`src/rtl/i2cms_pkg.sv`:
```
// Shared types, command codes and phase constants for the I2C master bit sequencer.
`timescale 1ns / 1ps
`default_nettype none

package i2cms_pkg;

    typedef enum logic [2:0] {
        CMD_NONE      = 3'd0,
        CMD_START     = 3'd1,
        CMD_STOP      = 3'd2,
        CMD_WRITE     = 3'd3,
        CMD_READ_ACK  = 3'd4,
        CMD_READ_NACK = 3'd5
    } cmd_t;

    typedef logic [4:0] phase_t;

    typedef struct packed {
        cmd_t       cmd;
        logic [7:0] tx_byte;
        logic       sda_in;
    } entry_t;

    typedef struct packed {
        logic full;
        logic empty;
    } fifo_stat_t;

    localparam phase_t PH_WR_DATA_END = 5'd24;
    localparam phase_t PH_RD_DATA_END = 5'd16;
    localparam phase_t PH_RD_ACK0     = 5'd17;
    localparam phase_t PH_RD_ACK1     = 5'd18;
    localparam int unsigned BITS_PER_BYTE = 8;
    localparam int unsigned WR_PHASES_PER_BIT = 3;

    function automatic logic [2:0] wr_bit_index(input phase_t k);
        logic [2:0] idx;
        idx = '0;
        for (int i = 1; i < BITS_PER_BYTE; i++) begin
            if (k >= 5'(WR_PHASES_PER_BIT * i)) begin
                idx = 3'(i);
            end
        end
        return idx;
    endfunction

endpackage

`default_nettype wire

```
`src/rtl/i2c_master_bit_sequencer.sv`:
```
// Top level of the I2C master bit sequencer: front, queue and back part.
// Usage:
// Each input item is one bus phase tick carrying command, tx_byte and sda_in.
// Every accepted item produces exactly one result item with the pin levels
// (scl_level, sda_level, drive_enable), busy_res, done_res, rx_byte and
// nack_seen for that phase. An idle sequencer starts the command of the item
// and emits its first phase for the same item; commands seen while busy are
// ignored. Both channels use valid and stall; an item moves when valid is
// high and stall is low.
// An accepted item is first written into a small queue by the front and then
// popped by the back into the result register. While the receiver does not
// stall, the block sustains one item per cycle: the back pops one item per cycle.
// When the receiver stalls, the result register holds, the queue fills and
// in_stall rises once the queue is full; no item is lost or repeated.
// Reset is asynchronous and active low: the queue empties, the sequencer is
// idle, and the pin levels return to SCL high, SDA high, drive disabled.
`timescale 1ns / 1ps
`default_nettype none

module i2c_master_bit_sequencer #(
    parameter int QUEUE_DEPTH = 2
) (
    input  wire logic       clk,
    input  wire logic       rst_n,
    input  wire logic       in_valid,
    output logic            in_stall,
    input  wire logic [2:0] command,
    input  wire logic [7:0] tx_byte,
    input  wire logic       sda_in,
    output logic            out_valid,
    input  wire logic       out_stall,
    output logic            scl_level,
    output logic            sda_level,
    output logic            drive_enable,
    output logic            busy_res,
    output logic            done_res,
    output logic [7:0]      rx_byte,
    output logic            nack_seen
);
    import i2cms_pkg::*;

    fifo_stat_t stat;
    entry_t     push_entry;
    entry_t     head_entry;
    logic       push;
    logic       pop;

    i2cms_front u_front (
        .in_valid   (in_valid),
        .in_stall   (in_stall),
        .command    (command),
        .tx_byte    (tx_byte),
        .sda_in     (sda_in),
        .stat       (stat),
        .push       (push),
        .push_entry (push_entry)
    );

    i2cms_fifo #(
        .DEPTH (QUEUE_DEPTH)
    ) u_fifo (
        .clk        (clk),
        .rst_n      (rst_n),
        .push       (push),
        .push_entry (push_entry),
        .pop        (pop),
        .head_entry (head_entry),
        .stat       (stat)
    );

    i2cms_back u_back (
        .clk          (clk),
        .rst_n        (rst_n),
        .head_entry   (head_entry),
        .stat         (stat),
        .pop          (pop),
        .out_valid    (out_valid),
        .out_stall    (out_stall),
        .scl_level    (scl_level),
        .sda_level    (sda_level),
        .drive_enable (drive_enable),
        .busy_res     (busy_res),
        .done_res     (done_res),
        .rx_byte      (rx_byte),
        .nack_seen    (nack_seen)
    );

endmodule

`default_nettype wire

```
`src/rtl/i2cms_fifo.sv`:
```
// Short queue of decoded items between the front and back parts.
`timescale 1ns / 1ps
`default_nettype none

module i2cms_fifo #(
    parameter int DEPTH = 2
) (
    input  wire logic               clk,
    input  wire logic               rst_n,
    input  wire logic               push,
    input  wire i2cms_pkg::entry_t  push_entry,
    input  wire logic               pop,
    output i2cms_pkg::entry_t       head_entry,
    output i2cms_pkg::fifo_stat_t   stat
);
    import i2cms_pkg::*;

    localparam int PTR_W = (DEPTH > 1) ? $clog2(DEPTH) : 1;
    localparam int CNT_W = $clog2(DEPTH + 1);

    entry_t             slot_reg [DEPTH];
    logic [PTR_W-1:0]   wr_ptr_reg;
    logic [PTR_W-1:0]   wr_ptr_next;
    logic [PTR_W-1:0]   rd_ptr_reg;
    logic [PTR_W-1:0]   rd_ptr_next;
    logic [CNT_W-1:0]   count_reg;
    logic [CNT_W-1:0]   count_next;
    logic               do_push;
    logic               do_pop;

    assign stat.full  = (count_reg == CNT_W'(DEPTH));
    assign stat.empty = (count_reg == '0);
    assign do_push    = push && !stat.full;
    assign do_pop     = pop && !stat.empty;
    assign head_entry = slot_reg[rd_ptr_reg];

    always_comb
    begin
        wr_ptr_next = wr_ptr_reg;
        rd_ptr_next = rd_ptr_reg;
        count_next  = count_reg;
        if (do_push)
        begin
            wr_ptr_next = (wr_ptr_reg == PTR_W'(DEPTH - 1)) ? '0 : wr_ptr_reg + 1'b1;
        end
        if (do_pop)
        begin
            rd_ptr_next = (rd_ptr_reg == PTR_W'(DEPTH - 1)) ? '0 : rd_ptr_reg + 1'b1;
        end
        if (do_push && !do_pop)
        begin
            count_next = count_reg + 1'b1;
        end
        else if (do_pop && !do_push)
        begin
            count_next = count_reg - 1'b1;
        end
    end

    always_ff @(posedge clk or negedge rst_n)
    begin
        if (!rst_n)
        begin
            wr_ptr_reg <= '0;
            rd_ptr_reg <= '0;
            count_reg  <= '0;
        end
        else
        begin
            wr_ptr_reg <= wr_ptr_next;
            rd_ptr_reg <= rd_ptr_next;
            count_reg  <= count_next;
        end
    end

    always_ff @(posedge clk)
    begin
        if (do_push)
        begin
            slot_reg[wr_ptr_reg] <= push_entry;
        end
    end

`ifndef SYNTHESIS
    a_count_bound: assert property (@(posedge clk) disable iff (!rst_n)
        count_reg <= CNT_W'(DEPTH))
        else $error("Queue count exceeds its depth.");
    a_push_only_grows: assert property (@(posedge clk) disable iff (!rst_n)
        do_push && !do_pop |=> count_reg == $past(count_reg) + 1'b1)
        else $error("Queue count did not grow on a push.");
    a_pop_only_shrinks: assert property (@(posedge clk) disable iff (!rst_n)
        do_pop && !do_push |=> count_reg == $past(count_reg) - 1'b1)
        else $error("Queue count did not shrink on a pop.");
`endif

endmodule

`default_nettype wire

```
`src/rtl/i2cms_front.sv`:
```
// Front part: accepts input items and classifies their command codes.
`timescale 1ns / 1ps
`default_nettype none

module i2cms_front (
    input  wire logic               in_valid,
    output logic                    in_stall,
    input  wire logic [2:0]         command,
    input  wire logic [7:0]         tx_byte,
    input  wire logic               sda_in,
    input  wire i2cms_pkg::fifo_stat_t stat,
    output logic                    push,
    output i2cms_pkg::entry_t       push_entry
);
    import i2cms_pkg::*;

    cmd_t cmd_dec;

    always_comb
    begin
        case (command)
            3'(CMD_START):     cmd_dec = CMD_START;
            3'(CMD_STOP):      cmd_dec = CMD_STOP;
            3'(CMD_WRITE):     cmd_dec = CMD_WRITE;
            3'(CMD_READ_ACK):  cmd_dec = CMD_READ_ACK;
            3'(CMD_READ_NACK): cmd_dec = CMD_READ_NACK;
            default:           cmd_dec = CMD_NONE;
        endcase
    end

    assign in_stall           = stat.full;
    assign push               = in_valid && !stat.full;
    assign push_entry.cmd     = cmd_dec;
    assign push_entry.tx_byte = (cmd_dec == CMD_WRITE) ? tx_byte : 8'h00;
    assign push_entry.sda_in  = sda_in;

endmodule

`default_nettype wire

```
`src/rtl/i2cms_back.sv`:
```
// Back part: runs the bus phase sequencer and holds the result register.
`timescale 1ns / 1ps
`default_nettype none

module i2cms_back (
    input  wire logic                  clk,
    input  wire logic                  rst_n,
    input  wire i2cms_pkg::entry_t     head_entry,
    input  wire i2cms_pkg::fifo_stat_t stat,
    output logic                       pop,
    output logic                       out_valid,
    input  wire logic                  out_stall,
    output logic                       scl_level,
    output logic                       sda_level,
    output logic                       drive_enable,
    output logic                       busy_res,
    output logic                       done_res,
    output logic [7:0]                 rx_byte,
    output logic                       nack_seen
);
    import i2cms_pkg::*;

    cmd_t       active_reg;
    cmd_t       active_next;
    phase_t     phase_reg;
    phase_t     phase_next;
    logic [7:0] shift_reg;
    logic [7:0] shift_next;
    logic       ack_reg;
    logic       ack_next;
    logic       out_valid_reg;
    logic       scl_reg;
    logic       scl_next;
    logic       sda_reg;
    logic       sda_next;
    logic       en_reg;
    logic       en_next;
    logic       busy_reg;
    logic       busy_next;
    logic       done_reg;
    logic       done_next;
    logic [7:0] rx_reg;
    logic [7:0] rx_next;
    logic       nack_reg;
    logic       nack_next;

    logic       start_new;
    cmd_t       act;
    logic [7:0] shift_cur;
    phase_t     k;
    logic [2:0] wbit;
    phase_t     wsub;
    phase_t     rj;
    logic [2:0] rbit;
    logic       rel;
    phase_t     ackp;

    assign pop = !stat.empty && (!out_valid_reg || !out_stall);

    always_comb
    begin
        start_new = (active_reg == CMD_NONE) && (head_entry.cmd != CMD_NONE);
        act       = start_new ? head_entry.cmd : active_reg;
        shift_cur = start_new ? head_entry.tx_byte : shift_reg;
        k         = start_new ? '0 : phase_reg;
        wbit      = wr_bit_index(k);
        wsub      = k - (5'({2'b00, wbit}) * 5'd3);
        rj        = k - 5'd1;
        rbit      = rj[3:1];
        rel       = ~shift_cur[0];
        ackp      = PH_WR_DATA_END + {4'b0000, rel};

        scl_next   = scl_reg;
        sda_next   = sda_reg;
        en_next    = en_reg;
        busy_next  = 1'b0;
        done_next  = 1'b0;
        rx_next    = 8'h00;
        nack_next  = 1'b0;
        shift_next = shift_cur;
        ack_next   = start_new ? 1'b0 : ack_reg;

        case (act)
            CMD_START:
            begin
                busy_next = 1'b1;
                en_next   = 1'b1;
                if (k == 5'd0)
                begin
                    scl_next = 1'b1;
                    sda_next = 1'b1;
                end
                else if (k == 5'd1)
                begin
                    scl_next = 1'b1;
                    sda_next = 1'b0;
                end
                else
                begin
                    scl_next  = 1'b0;
                    sda_next  = 1'b0;
                    done_next = 1'b1;
                end
            end
            CMD_STOP:
            begin
                busy_next = 1'b1;
                en_next   = 1'b1;
                if (k == 5'd0)
                begin
                    scl_next = 1'b0;
                    sda_next = 1'b0;
                end
                else if (k == 5'd1)
                begin
                    scl_next = 1'b1;
                    sda_next = 1'b0;
                end
                else if (k == 5'd2)
                begin
                    scl_next = 1'b1;
                    sda_next = 1'b1;
                end
                else
                begin
                    scl_next  = 1'b1;
                    sda_next  = 1'b1;
                    en_next   = 1'b0;
                    done_next = 1'b1;
                end
            end
            CMD_WRITE:
            begin
                busy_next = 1'b1;
                en_next   = 1'b1;
                if (k < PH_WR_DATA_END)
                begin
                    scl_next = (wsub == 5'd1);
                    sda_next = shift_cur[3'd7 - wbit];
                end
                else if (k < ackp)
                begin
                    scl_next = 1'b0;
                    sda_next = 1'b1;
                end
                else if (k == ackp)
                begin
                    scl_next = 1'b1;
                    sda_next = 1'b1;
                    ack_next = head_entry.sda_in;
                end
                else
                begin
                    scl_next  = 1'b0;
                    sda_next  = 1'b1;
                    done_next = 1'b1;
                    nack_next = ack_reg;
                end
            end
            CMD_READ_ACK, CMD_READ_NACK:
            begin
                busy_next = 1'b1;
                en_next   = 1'b1;
                if (k == 5'd0)
                begin
                    scl_next = 1'b0;
                    sda_next = 1'b1;
                end
                else if (k <= PH_RD_DATA_END)
                begin
                    sda_next = 1'b1;
                    scl_next = ~rj[0];
                    if (!rj[0] && head_entry.sda_in)
                    begin
                        shift_next[3'd7 - rbit] = 1'b1;
                    end
                end
                else if (act == CMD_READ_ACK)
                begin
                    if (k == PH_RD_ACK0)
                    begin
                        scl_next = 1'b0;
                        sda_next = 1'b0;
                    end
                    else if (k == PH_RD_ACK1)
                    begin
                        scl_next = 1'b1;
                        sda_next = 1'b0;
                    end
                    else
                    begin
                        scl_next  = 1'b0;
                        sda_next  = 1'b1;
                        done_next = 1'b1;
                    end
                end
                else
                begin
                    if (k == PH_RD_ACK0)
                    begin
                        scl_next = 1'b1;
                        sda_next = 1'b1;
                    end
                    else
                    begin
                        scl_next  = 1'b0;
                        sda_next  = 1'b1;
                        done_next = 1'b1;
                    end
                end
                if (done_next)
                begin
                    rx_next = shift_next;
                end
            end
            default:
            begin
                busy_next = 1'b0;
            end
        endcase

        if (busy_next && !done_next)
        begin
            active_next = act;
            phase_next  = k + 5'd1;
        end
        else
        begin
            active_next = CMD_NONE;
            phase_next  = '0;
        end
    end

    always_ff @(posedge clk or negedge rst_n)
    begin
        if (!rst_n)
        begin
            active_reg    <= CMD_NONE;
            phase_reg     <= '0;
            shift_reg     <= '0;
            ack_reg       <= 1'b0;
            out_valid_reg <= 1'b0;
            scl_reg       <= 1'b1;
            sda_reg       <= 1'b1;
            en_reg        <= 1'b0;
            busy_reg      <= 1'b0;
            done_reg      <= 1'b0;
            rx_reg        <= '0;
            nack_reg      <= 1'b0;
        end
        else
        begin
            if (pop)
            begin
                active_reg    <= active_next;
                phase_reg     <= phase_next;
                shift_reg     <= shift_next;
                ack_reg       <= ack_next;
                out_valid_reg <= 1'b1;
                scl_reg       <= scl_next;
                sda_reg       <= sda_next;
                en_reg        <= en_next;
                busy_reg      <= busy_next;
                done_reg      <= done_next;
                rx_reg        <= rx_next;
                nack_reg      <= nack_next;
            end
            else if (!out_stall)
            begin
                out_valid_reg <= 1'b0;
            end
        end
    end

    assign out_valid    = out_valid_reg;
    assign scl_level    = scl_reg;
    assign sda_level    = sda_reg;
    assign drive_enable = en_reg;
    assign busy_res     = busy_reg;
    assign done_res     = done_reg;
    assign rx_byte      = rx_reg;
    assign nack_seen    = nack_reg;

`ifndef SYNTHESIS
    a_done_clears_cmd: assert property (@(posedge clk) disable iff (!rst_n)
        pop && done_next |=> active_reg == CMD_NONE && phase_reg == '0)
        else $error("Sequencer did not return to idle after the last phase.");
    a_done_needs_busy: assert property (@(posedge clk) disable iff (!rst_n)
        done_reg |-> busy_reg)
        else $error("Done reported on an idle phase.");
    a_release_only_at_stop: assert property (@(posedge clk) disable iff (!rst_n)
        $fell(en_reg) |-> done_reg && busy_reg)
        else $error("Drive enable dropped outside the end of a stop.");
    a_start_phase_bound: assert property (@(posedge clk) disable iff (!rst_n)
        active_reg == CMD_START |-> phase_reg < 5'd3)
        else $error("Start sequence ran past its last phase.");
    a_hold_when_stalled: assert property (@(posedge clk) disable iff (!rst_n)
        out_valid_reg && out_stall |=> $stable(phase_reg) && $stable(active_reg))
        else $error("Sequencer advanced while its result was stalled.");
`endif

endmodule

`default_nettype wire

```
`config.mk`:
```
export PLATFORM = sky130hd
export DESIGN_NAME = i2c_master_bit_sequencer
export DESIGN_NICKNAME = d
export VERILOG_FILES = /design/src/rtl/i2cms_pkg.sv /design/src/rtl/i2c_master_bit_sequencer.sv /design/src/rtl/i2cms_fifo.sv /design/src/rtl/i2cms_front.sv /design/src/rtl/i2cms_back.sv
export SDC_FILE = /design/constraint.sdc
export NUM_CORES = 1
export LEC_CHECK = 0
export ABC_CLOCK_PERIOD_IN_PS = 5400
export BUFFER_PORTS_ARGS = -buffer_cell sky130_fd_sc_hd__buf_2
export CORE_ASPECT_RATIO = 0.6
export CORE_MARGIN = 4
export CORE_UTILIZATION = 60
export DETAILED_ROUTE_END_ITERATION = 6
export GPL_TIMING_DRIVEN = 0
export PLACE_DENSITY_LB_ADDON = 0.25
export SYNTH_ARGS = -nofsm -noshare
export SYNTH_HDL_FRONTEND = slang
export SYNTH_SLANG_ARGS = --single-unit
```
`constraint.sdc`:
```
create_clock -name clk -period 5.4 [get_ports clk]
set_input_delay 0.54 -clock clk [delete_from_list [all_inputs] [get_ports clk]]
set_output_delay 0.54 -clock clk [all_outputs]
set_load 0.01 [all_outputs]
```
==> summary.txt <==
Global route
  • First-pass GRT wire length: 15.04 mm
  • Total GRT Usage: 0.2760
  • Initial antenna violation count: 0
  • Gr ovfl total: 0
  • Number of global-route vias before repair: 2,830
  • Largest net degree at the start of global routing: 37

Detailed routing
  • DRT Pass-1 Iters: 6
  • DR vias/cell: 6.293
  • Via Count: 3,090
  • WL/cell: 19.10 um
  • DRC: 0
  • Total Routed Length: 9.378 mm
  • Iteration-0 DRC Markers: 373
  • Antenna Nets Post-Route: 0

CTS
  • Worst-path clk slew: 70 ps
  • Clk Latency, worst-skew pair: 340 ps
  • Clk buf depth: 2
  • CTS tree: done
  • CTS Sinks: 60
  • Total CTS buffers: 9
  • Htree depth: 3
  • CTS root buffer: clkbuf_8
  • Cts hold-fix bufs: 0

Die
  • Chip height: 68.21 um
  • # rows: 21
  • Starting Density: 0.6357
  • Top-Level Pins: 32
  • Area of the core: 5702 sq um
  • Die width: 108.3 um
  • Die area: 7389 sq um

Logic synthesis
  • Post-synth net total: 392
  • Yosys warns: 0
  • Number of synthesized register bits: 60
  • Synth area leader: dfrtp_1
  • Yosys top cell area share: 0.2347
  • Distinct cell type count after synthesis: 68
  • FFs w/ async S/R, synth: 0.6000
  • Post-synth EDFFs: 24
  • Sequential area share after synthesis: 0.4480
  • Largest cells by area after synthesis: dfrtp_1 (23%), edfxtp_1 (20%), mux2i_1 (4.4%)
  • Syn Inst Count: 365
  • Synth Flop Type: dfrtp_1
  • Synthesized area per cell: 9.931 sq um
  • Post-Syn Area: 3625 sq um

STA
  • Final Skew: 8.104 ps
  • Worst hold margin: 291.8 ps
  • RSZ-0062 raised after global routing: no
  • Final setup vio count: 0
  • Setup total negative slack: 0 ps
  • Worst slew margin: 0.3005
  • Minimum clock period after layout: 5195 ps
  • Fmax: 192.5 MHz
  • Period utilization: 0.9621
  • Slew @ Worst Pin: 1045 ps
  • Final hold vios: 0
  • Setup slack after layout: 204.8 ps
  • Slew Limit Fails: 0

Place
  • PortBufs: 31
  • Placed Area: 3880 sq um
  • Pre-CTS setup slack: -224.1 ps
  • Post-DP HPWL: 7.077 mm
  • GPL Wtd Cong: 1.027
  • Placed insts: 476

Setup path
  • CP max stage delay: 490 ps
  • Slowest-stage cell, CP: or3_4
  • CP Launch Type: register
  • CP endpoint kind: register
  • Worst endpoint required time: 5670 ps
  • Critical path peak fanout: 13
  • Crit path kind: reg -> reg
  • Reg2reg setup slack: 200 ps
  • Worst path arrival time: 5470 ps
  • Critical-path cell list: buf_2, or3_4, or3_4, buf_2, nand2_1, nor2_1, ha_1, a31oi_1, a21oi_1, o31ai_4, inv_1, ha_1, fa_1, inv_1, a21o_1, a21oi_1, xnor2_1, or3_1, a2111oi_2, o32a_1

Run status
  • Status: finished, final reports clean

Cells and area
  • Nets: 433
  • N_diodes: 0
  • Largest register FFs: 24
  • Syn-to-layout area delta: 13.08%
  • Fin area: 4099 sq um
  • Final std cells w/o fill: 491
  • Post-layout util: 0.7189
  • Share of layout cells above drive strength 1: 0.1825

Worst hold path
  • HP Class: in -> async

Power and ir drop
  • Leakage power: 1.738 nW
  • Final Power: 2.563 mW
  • Max IR drop VDD: 0.0002922 V
  • Pwr dens: 625.3 nW/um^2

Flow run
  • Max Cap Viol: 0
-- cells in the final DEF (no fill, tap or decap), types with 6 or more instances in the layout --
| cell | count |
|---|---|
| nor2b_1 | 6 |
| clkbuf_1 | 15 |
| xnor2_1 | 6 |
| edfxtp_1 | 24 |
| clkbuf_8 | 9 |
| nor2_1 | 34 |
| a21oi_1 | 21 |
| mux2i_1 | 16 |
| a22o_1 | 8 |
| ha_1 | 9 |
| buf_2 | 34 |
| a31oi_1 | 8 |
| dfrtp_1 | 34 |
| and3_1 | 10 |
| o21ai_0 | 23 |
| nand2_1 | 37 |
| inv_1 | 12 |
-- what timing repair did --
item                                   in CTS  in global routing
setup buffers                               0                  0
endpoints found under the hold margin       0                  0
setup endpoints to repair                   1                  1
resized for setup                           2                  3
-- layer usage --
metal  up-vias  track usage  share of wire
li1       1426            -              -
met4         0      0.08031          0.011
met2       198       0.3839           0.40
met1      1454       0.4162           0.47
met3        12      0.07917           0.13
met5         -            0              0
-- worst paths after layout --
check / to / startpoint / depth (start not counted)
hold reg to reg: u_back.done_res / u_back.done_res / 2
max in group asynchronous: u_back.rx_byte[5] / rst_n / 1
setup reg to reg: u_back.scl_level / u_back.active_reg[2] / 20
hold / removal: u_back.out_valid / rst_n / 1
setup / recovery: u_back.scl_level / u_back.active_reg[2] / 20
min in group clk: u_fifo.slot_reg[0][0] / sda_in / 1
-- power by group --
part	switching, mW	internal, mW	total, mW
logic	0.894	0.522	1.42
registers	0.0992	0.616	0.715
clock network	0.174	0.258	0.432
-- critical path, delay by kind of cell, from the launching register on --
family                   cells  cell delay (ps)
AND/OR/NAND/NOR              5             1390
AO/OA/AOI/OAI                7             1550
buffers and inverters        4              600
adder cells (fa/ha/maj)      3             1070
flip-flops                   1              360
XOR/XNOR                     1              150
-- cell families after synthesis --
family | Yosys count | share of synthesized area
compound gates | 96 | 0.1788
xor+xnor | 10 | 0.02416
fa+ha+maj | 11 | 0.04211
buf+inv | 35 | 0.04107
flops | 60 | 0.4481
mux | 21 | 0.06593
simple gates | 132 | 0.1999
-- area by class of cell --
type	count	area, sq um
multi-input combinational	270	1866
sequential	60	1624
timing repair buffer	31	155.1
inverter	13	48.80
fill	423	1603
clock buffer	11	131.4
clock inverter	5	76.32
tap	80	100.1
buffer	21	97.59
-- cell usage after synthesis, drive strengths merged (7+ instances only) --
| library cell | number |
|---|---|
| or3 | 7 |
| a21oi | 24 |
| a22o | 8 |
| nand2 | 40 |
| a31oi | 8 |
| edfxtp | 24 |
| nor2 | 34 |
| buf | 7 |
| o21ai | 25 |
| dfrtp | 34 |
| clkbuf | 15 |
| ha | 9 |
| and3 | 10 |
| inv | 13 |
| mux2i | 16 |
Note: power is estimated with default switching activity, not from simulation.
